==> src/rtl/fla_pkg.sv <==
// ----------------------------------------------------------------------------
// fla_pkg
// types and codes shared by the free list block allocator
// ----------------------------------------------------------------------------
package fla_pkg;

   localparam int TABLE_DEPTH = 256;
   localparam int INDEX_W     = 8;
   localparam int COUNT_W     = 9;

   localparam logic OP_ALLOC = 1'b0;
   localparam logic OP_FREE  = 1'b1;

   localparam logic [1:0] STATUS_OK        = 2'd0;
   localparam logic [1:0] STATUS_NO_BLOCKS = 2'd1;
   localparam logic [1:0] STATUS_RANGE     = 2'd2;

   localparam logic [COUNT_W-1:0] RETURNED_MAX = 9'h1ff;

   typedef struct packed {
      logic               op;
      logic [INDEX_W-1:0] block_index;
   } req_type;

   typedef struct packed {
      logic [INDEX_W-1:0] granted_index;
      logic [1:0]         status;
   } rsp_type;

   typedef struct packed {
      logic               we;
      logic [INDEX_W-1:0] waddr;
      logic [INDEX_W-1:0] wdata;
      logic               re;
      logic [INDEX_W-1:0] raddr;
   } ram_req_type;

endpackage

==> src/rtl/fla_link_ram.sv <==
// ----------------------------------------------------------------------------
// fla_link_ram
// link memory of the free list, one write and one registered read per cycle
// ----------------------------------------------------------------------------
module fla_link_ram #(
   parameter int DEPTH = 256
) (
   input  logic                      clock,
   input  fla_pkg::ram_req_type      ram_req,
   output logic [fla_pkg::INDEX_W-1:0] rdata
);
   import fla_pkg::*;

   localparam int AW = $clog2(DEPTH);

   logic [INDEX_W-1:0] mem [DEPTH];
   logic [INDEX_W-1:0] rdata_ff;

   always_ff @(posedge clock) begin
      if (ram_req.we) begin
         mem[ram_req.waddr[AW-1:0]] <= ram_req.wdata;
      end
      if (ram_req.re) begin
         rdata_ff <= mem[ram_req.raddr[AW-1:0]];
      end
   end

   assign rdata = rdata_ff;

endmodule

==> src/rtl/fla_core.sv <==
// ----------------------------------------------------------------------------
// fla_core
// head, counters and result register of the free list allocator
// ----------------------------------------------------------------------------
module fla_core #(
   parameter int MAX_BLOCKS = 256
) (
   input  logic                        clock,
   input  logic                        reset,
   input  logic                        accept,
   input  fla_pkg::req_type            req_payload,
   input  logic                        csr_write,
   input  logic [fla_pkg::COUNT_W-1:0] csr_data,
   input  logic [fla_pkg::INDEX_W-1:0] ram_rdata,
   output fla_pkg::ram_req_type        ram_req,
   output logic                        rsp_valid,
   output fla_pkg::rsp_type            rsp_payload
);
   import fla_pkg::*;

   localparam int POOL_LIMIT = (MAX_BLOCKS < TABLE_DEPTH) ? MAX_BLOCKS : TABLE_DEPTH;
   localparam logic [COUNT_W-1:0] LIMIT = COUNT_W'(POOL_LIMIT);

   logic [COUNT_W-1:0] count_ff, count_in;
   logic [COUNT_W-1:0] fresh_ff, fresh_in;
   logic [COUNT_W-1:0] returned_ff, returned_in;
   logic [INDEX_W-1:0] head_ff, head_in;
   logic [INDEX_W-1:0] saved_ff, saved_in;
   logic               src_ram_ff, src_ram_in;
   logic               rsp_valid_ff, rsp_valid_in;
   rsp_type            rsp_ff, rsp_in;
   logic [INDEX_W-1:0] next_head;
   logic [COUNT_W-1:0] clamped;

   assign next_head = src_ram_ff ? ram_rdata : saved_ff;

   always_comb begin
      clamped = csr_data;
      if (clamped == '0) begin
         clamped = COUNT_W'(1);
      end
      if (clamped > LIMIT) begin
         clamped = LIMIT;
      end
   end

   always_comb begin
      count_in     = count_ff;
      fresh_in     = fresh_ff;
      returned_in  = returned_ff;
      head_in      = head_ff;
      saved_in     = saved_ff;
      src_ram_in   = src_ram_ff;
      rsp_valid_in = accept;
      rsp_in       = rsp_ff;
      ram_req      = '0;
      if (csr_write) begin
         count_in    = clamped;
         fresh_in    = '0;
         returned_in = '0;
         head_in     = '0;
      end else if (accept) begin
         rsp_in.granted_index = '0;
         rsp_in.status        = STATUS_OK;
         if (req_payload.op == OP_ALLOC) begin
            if (returned_ff != '0) begin
               rsp_in.granted_index = head_ff;
               head_in       = next_head;
               ram_req.re    = 1'b1;
               ram_req.raddr = next_head;
               src_ram_in    = 1'b1;
               returned_in   = returned_ff - COUNT_W'(1);
            end else if (fresh_ff < count_ff) begin
               rsp_in.granted_index = fresh_ff[INDEX_W-1:0];
               fresh_in = fresh_ff + COUNT_W'(1);
            end else begin
               rsp_in.status = STATUS_NO_BLOCKS;
            end
         end else begin
            if ({1'b0, req_payload.block_index} >= count_ff) begin
               rsp_in.status = STATUS_RANGE;
            end else begin
               ram_req.we    = 1'b1;
               ram_req.waddr = req_payload.block_index;
               ram_req.wdata = head_ff;
               head_in       = req_payload.block_index;
               saved_in      = head_ff;
               src_ram_in    = 1'b0;
               if (returned_ff != RETURNED_MAX) begin
                  returned_in = returned_ff + COUNT_W'(1);
               end
            end
         end
      end
   end

   always_ff @(posedge clock) begin
      if (reset) begin
         count_ff     <= LIMIT;
         fresh_ff     <= '0;
         returned_ff  <= '0;
         head_ff      <= '0;
         src_ram_ff   <= 1'b0;
         rsp_valid_ff <= 1'b0;
      end else begin
         count_ff     <= count_in;
         fresh_ff     <= fresh_in;
         returned_ff  <= returned_in;
         head_ff      <= head_in;
         src_ram_ff   <= src_ram_in;
         rsp_valid_ff <= rsp_valid_in;
      end
   end

   always_ff @(posedge clock) begin
      saved_ff <= saved_in;
      rsp_ff   <= rsp_in;
   end

   assign rsp_valid   = rsp_valid_ff;
   assign rsp_payload = rsp_ff;

endmodule

==> src/rtl/free_list_block_allocator.sv <==
// ----------------------------------------------------------------------------
// free_list_block_allocator
// fixed pool of equal blocks on a lifo free list, blocks named by index
// ----------------------------------------------------------------------------
// Each edge with start high and csr_valid low takes a command; busy is low, so
// one allocate or free can be issued every cycle. Each command gives exactly
// one result beat, on rsp_valid one cycle after the command was taken, held
// for that single cycle only: the receiver must take it then. The one-cycle
// rate is set by the head register and the link memory: the successor of the
// current head is held either by the registered read of the link memory or,
// just after a free, by a saved copy of the previous head. No clearing pass
// is needed after reset or a block count write.
module free_list_block_allocator #(
   parameter int MAX_BLOCKS = 256
) (
   input  logic                        clock,
   input  logic                        reset,
   input  logic                        start,
   output logic                        busy,
   input  fla_pkg::req_type            req_payload,
   output logic                        rsp_valid,
   output fla_pkg::rsp_type            rsp_payload,
   input  logic                        csr_valid,
   output logic                        csr_ready,
   input  logic [fla_pkg::COUNT_W-1:0] csr_data
);
   import fla_pkg::*;

   localparam int POOL_LIMIT = (MAX_BLOCKS < TABLE_DEPTH) ? MAX_BLOCKS : TABLE_DEPTH;

   ram_req_type        ram_req;
   logic [INDEX_W-1:0] ram_rdata;
   logic               accept;
   logic               csr_write;

   assign busy      = 1'b0;
   assign csr_ready = 1'b1;
   assign accept    = start & ~busy;
   assign csr_write = csr_valid & csr_ready;

   fla_core #(
      .MAX_BLOCKS (MAX_BLOCKS)
   ) u_core (
      .clock       (clock),
      .reset       (reset),
      .accept      (accept),
      .req_payload (req_payload),
      .csr_write   (csr_write),
      .csr_data    (csr_data),
      .ram_rdata   (ram_rdata),
      .ram_req     (ram_req),
      .rsp_valid   (rsp_valid),
      .rsp_payload (rsp_payload)
   );

   fla_link_ram #(
      .DEPTH (POOL_LIMIT)
   ) u_link_ram (
      .clock   (clock),
      .ram_req (ram_req),
      .rdata   (ram_rdata)
   );

endmodule

==> config.mk <==
export PLATFORM = sky130hd
export DESIGN_NAME = free_list_block_allocator
export DESIGN_NICKNAME = d
export VERILOG_FILES = /design/src/rtl/fla_pkg.sv /design/src/rtl/fla_link_ram.sv /design/src/rtl/fla_core.sv /design/src/rtl/free_list_block_allocator.sv
export SDC_FILE = /design/constraint.sdc
export NUM_CORES = 2
export LEC_CHECK = 0
export BUFFER_PORTS_ARGS = -buffer_cell sky130_fd_sc_hd__buf_4
export CAP_MARGIN = 10
export CELL_PAD_IN_SITES_DETAIL_PLACEMENT = 1
export CELL_PAD_IN_SITES_GLOBAL_PLACEMENT = 2
export CORE_UTILIZATION = 45
export DETAILED_ROUTE_END_ITERATION = 8
export GPL_TIMING_DRIVEN = 0
export PLACE_DENSITY_LB_ADDON = 0.05
export SKIP_LAST_GASP = 1
export SYNTH_ARGS = -nofsm -noshare
export SYNTH_HDL_FRONTEND = slang
export SYNTH_SLANG_ARGS = --single-unit
==> constraint.sdc <==
create_clock -name clock -period 7.95 [get_ports clock]
set_input_delay 0.795 -clock clock [delete_from_list [all_inputs] [get_ports clock]]
set_output_delay 0.795 -clock clock [all_outputs]
set_load 0.05 [all_outputs]
# After elaboration in Yosys (flattened, before gate mapping)
# Memories as Yosys holds them, arrays and structs flattened. A register that Yosys moved wholly into a read port is not among the register bits.
# Index checks and enable logic that the tools add are counted.
[totals]
ff_bits = 55
mem_bits_rw = 2048
input_bits = 22
elab_cells = 60
n_memories = 1
[memory_table]
columns = ["memory", "words", "width", "read_ports", "rd_ports_with_merged_regs", "write_ports", "line", "text"]
rows = [
  ["u_link_ram.mem", 256, 8, 1, 1, 1, "fla_link_ram.sv:16", "logic [INDEX_W-1:0] mem [DEPTH];"],
]
[classes]
addsub = 3
order_cmp = 3
eq_ne = 3
n_mux = 27
n_bitwise = 4
reduce_logical = 10
[ops]
columns = ["cell", "n"]
rows = [
  ["two-way mux 9 bit", 8],
  ["two-way mux 26 bit", 2],
  ["two-way mux 8 bit", 6],
  ["two-way mux 17 bit", 2],
  ["adder 9 x 1 -> 9 bit (second input constant)", 2],
  ["AND reduction 4 bit", 4],
  ["greater-or-equal comparator 8 x 9 -> 1 bit", 1],
  ["greater-than comparator 9 bit (second input constant)", 1],
  ["logical NOT 9 bit", 1],
  ["less-than comparator 9 bit", 1],
  ["!= test 9 bit (second input constant)", 1],
  ["nonzero test 9 bit", 1],
  ["subtractor 9 x 1 -> 9 bit (second input constant)", 1],
  ["two-way mux 1 bit", 6],
  ["two-way mux 2 bit", 3],
  ["inverter 1 bit", 4],
  ["AND reduction 3 bit", 1],
  ["!= test 2 x 1 -> 1 bit (second input constant)", 1],
  ["!= test 2 bit (second input constant)", 1],
  ["AND reduction 2 bit", 1],
  ["nonzero test 2 bit", 1],
  ["OR reduction 2 bit", 1],
]

# Longest topological paths before layout
[depth]
ltp_word = 7
mapped_depth = 14
ltp_nobuf = 11

# Modules after synthesis
# A second synthesis with hierarchy kept.
[unflattened]
hier_cells = 4113
hier_area_um2 = 82903.3
[modules_own_cells]
columns = ["module", "n_inst", "cells_each", "area_per_inst_um2", "seq_area_each_um2"]
rows = [
  ["fla_link_ram", 1, 3733, 79636.4, 61739.2],
  ["fla_core", 1, 376, 3244.4, 1281.2],
  ["free_list_block_allocator", 1, 4, 22.5, 0.0],
]

# Worst setup path before layout
# Ideal clock, no wire load.
[synth_path]
kind = "input -> register"
from = "input req_payload[0] (netlist bit)"
to = "memory u_link_ram.mem[0][0], data pin"
t_arrival_ns = 5.929
t_required_ns = 7.083
slack_ns = 1.154
path_stages = 11
path_cell_list = "inv_1 ha_1 nand2b_1 a21o_1 a21o_1 a21oi_1 o31ai_1 a21o_1 inv_1 clkbuf_1 and2_1"
[synth_rtl]
columns = ["item", "line", "text"]
rows = [
  ["start, declared", "free_list_block_allocator.sv:20", "input fla_pkg::req_type req_payload,"],
  ["end, declared", "fla_link_ram.sv:16", ""],
]

# Final worst setup path
[layout_path]
from = "register u_core.src_ram_ff"
to = "register u_link_ram.rdata_ff[3], in the netlist u_link_ram.rdata[3] (read register of u_link_ram.mem), data pin"
[layout_via]
elab_chain_len = 5
[layout_rtl]
columns = ["item", "line", "text"]
rows = [
  ["start, declared", "fla_core.sv:29", "logic src_ram_ff, src_ram_in;"],
  ["start signal, assigned", "fla_core.sv:110", "src_ram_ff <= src_ram_in;"],
  ["two-way mux 8 bit", "fla_core.sv:35", "assign next_head = src_ram_ff ? ram_rdata : saved_ff;"],
  ["two-way mux 9 bit", "fla_core.sv:66", "if (returned_ff != '0) begin"],
  ["two-way mux 9 bit", "fla_core.sv:65", "if (req_payload.op == OP_ALLOC) begin"],
  ["two-way mux 26 bit", "fla_core.sv:62", "end else if (accept) begin"],
  ["two-way mux 26 bit", "fla_core.sv:57", "if (csr_write) begin"],
  ["end, declared", "fla_link_ram.sv:17", "logic [INDEX_W-1:0] rdata_ff;"],
]
# Every way passes these cells.
# A chain may end at the register's enable or synchronous reset.

==> results.toml <==
[clocking]
hold_buffers = 0
cts_setup_buffers = 0
cts_tree = "yes"
htree_levels = 4
ctsRootBufferMaster = "clkbuf_16"
numCtsBuffers = 217
cts.path.max_buffers = 3
cts.repair.resized = 0
clk_pin_slew_ps = 60
cts.sinks = 2111
clock_latency_ps = 930

[worst_hold_path]
hp-class = "primary input to register"

[timing]
setup_viol = 0
max_freq_mhz = 131
tightest_slew_ps = 1570
relSlewSlack_pct = -4.95
hold_viol_final = 0
holdWs_ps = 105
finClkSkew_ps = 46.9
period_minus_slack_ps = 7620
rsz0062_at_grt = "false"
fin_crit_sh_pct = 95.8
slew_viol_final = 46

[floorplanning]
rows = 157
die_w_um = 432
die_height_um = 432
design.core.area_um2 = 183000
die-area_um2 = 187000
start_util_pct = 45.4
ios = 35

[run_status]
status = "finished with violations"
violations = "max-capacitance violations, max-slew violations"

[synthesis]
ys.flop_type = "edfxtp_1"
yosys-top-cells-area = "edfxtp_1, nand2_1, o221ai_1, o22ai_1, a21oi_1"
async_reset_ff_share_pct = 0
yosysTopAreaCell = "edfxtp_1"
synth_top_area_share_pct = 74.9
ys_seq_elements = 2111
synth_area_um2 = 83200
synth_common_cells = "edfxtp_1, nand2_1, o22ai_1, a21oi_1, o221ai_1"
yosys_warnings = 0
synth.yosys.seq_area_share_pct = 75.8
yosysUniqueCellTypes = 79
avgSynthCellArea_um2 = 14.6
post-synth-top-count-cell = "edfxtp_1"
syn-num-nets = 5758
synthCells = 5711
synth-edff-count = 2074

[worst_setup_path]
cp-end-kind = "register"
required_ps = 8570
cp.arrival_ps = 8240
worst-setup-path-type = "register to register"
critPathMaxFanout = 10
start_kind = "register"

[final_layout]
nets = 6239
fillers = 17600
synthToLayoutAreaGrowth_pct = 17.3
design_area_um2 = 97500
drive_above_1_share_pct = 14.2

[pwr]
swShare_pct = 23.4
p_switching_mw = 5.64
seqPwrFrac_pct = 50.1
pwr-share-comb_pct = 5.5
p_int_mw = 18.5
p_clk_share_pct = 44.4
pwr_density_cell_nw_per_um2 = 247
p_leak_nw = 28.4
ir_drop_uv = 235

[routing]
firstDrtPassIters = 9
num_vias = 64500
drt-initial-drc-count = 12400
wire_per_inst_um = 49.9
drc = 0
routed_wl_um = 444000
routed_via_density = 7.25
antenna_left = 0

[grt]
grt_antenna_before_repair = 76
grt_max_degree = 93
grtUsageTotal_pct = 46.9
grt_pass1_wl_um = 568000
grt_pass1_vias = 59700
overflow = 0

[placed_design]
detailed_place_hpwl_um = 317000
numPortBuffers = 32
dpl_cell_area_um2 = 89700
place.gp.congestion = 1.07

[job]
cap_viol_max_count = 6
-- critical path, stage by stage, from the launching register on --
cell and delay, ps:
dfxtp_1 310, buf_2 230, mux2i_1 630, buf_6 250, nor2_1 310, nand2_1 330
clkbuf_1 870, clkbuf_1 900, clkbuf_1 1080, o221ai_1 220, a21o_1 260, a31oi_1 1050
a2111oi_0 320, nor4bb_1 240, buf_2 250
-- cell families (layout without fill, tap and decap cells) --
kind of cell    count (synthesis)  in the layout  synth area share [%]
flops                        2111           2111                  75.8
compound gates               1551           1551                  12.8
simple gates                 1474           1474                  7.64
buf+inv                       462           1129                  2.25
mux                            71             71                  1.02
fa+ha+maj                      25             25                 0.385
xor+xnor                       15             15                 0.158
other cells                     2             53               0.00903
-- sequential cells by signal, summed over array words and instances (netlist names), 8 cells and up --
signal / cells
u_link_ram.mem: 2048
u_core.rsp_payload: 10
u_core.count_ff: 9
u_core.fresh_ff: 9
u_core.returned_ff: 9
u_core.head_ff: 8
u_core.saved_ff: 8
u_link_ram.rdata: 8
-- power by group through the flow --
stage,combinational [mW],clock (mW),sequential [mW]
after floorplan,0.484,0,12.3
after global placement,1.15,0,12.3
after detailed placement,1.20,0,12.3
after CTS,1.21,10.6,12.1
after global routing,1.28,11.0,12.1
final,1.32,10.7,12.1
-- metal layers --
metal  track usage (%)  up-vias  wire length (um)
li1                  -    23800                 -
met1              58.4    33200            155000
met2              65.3     5887            183000
met3              21.0     1548             69100
met4              32.1       43             35800
met5             0.807        -               506
-- cell type report --
cell class                      count  area (um2)  share of cell area, %
Sequential cell                  2111       63000                   64.6
Clock inverter                    134        1460                   1.49
Timing Repair Buffer              262        3350                   3.43
Multi-Input combinational cell   3138       18800                   19.3
Tap cell                         2464        3080                   3.16
Buffer                            442        1860                   1.90
Clock buffer                      271        5800                   5.95
Inverter                           20        75.1                 0.0770
Antenna cell                       51         128                  0.131
-- cell usage in the layout, fill, tap and decap left out, drive strengths merged, types with 22 or more instances in the layout --
cell type / n
clkbuf: 541
a21o: 30
nand2: 795
nand2b: 27
dfxtp: 37
nor2: 249
clkinv: 100
ha: 24
nor4: 50
mux2i: 23
nand3: 182
mux2: 41
a21oi: 376
diode: 51
edfxtp: 2074
a221oi: 32
nor3: 77
o221ai: 283
and3: 22
o21ai: 105
bufinv: 31
a31oi: 61
a32oi: 87
o22ai: 396
buf: 434
-- stage by stage --
step                utilization [%]  std cells  setup WS (ps)  setup TNS, ps  total power [mW]
finish                         53.2       8893            331              0              24.1
detailed placement             48.9       8405           -152           -152              13.5
global route                   53.2       8844            842              0              24.3
floorplan                         -       5711           1150              0              12.8
CTS                            52.9       8810            403              0              23.9
global placement               47.2       8207          -5720              -              13.5
-- worst paths after layout --
kind	depth (start not counted)	from	slack (ps)	to
min	3	csr_data[6]	100	u_core.count_ff[6]$_SDFFE_PP0P_
min reg2reg	0	u_core.head_ff[1]$_SDFFE_PP0P_	510	u_core.saved_ff[1]$_DFFE_PP_
max	14	u_core.src_ram_ff$_SDFFE_PP0P_	330	u_link_ram.rdata[3]$_DFFE_PP_
max reg2reg	14	u_core.src_ram_ff$_SDFFE_PP0P_	330	u_link_ram.rdata[3]$_DFFE_PP_
Power figures use the tool's default switching activity.
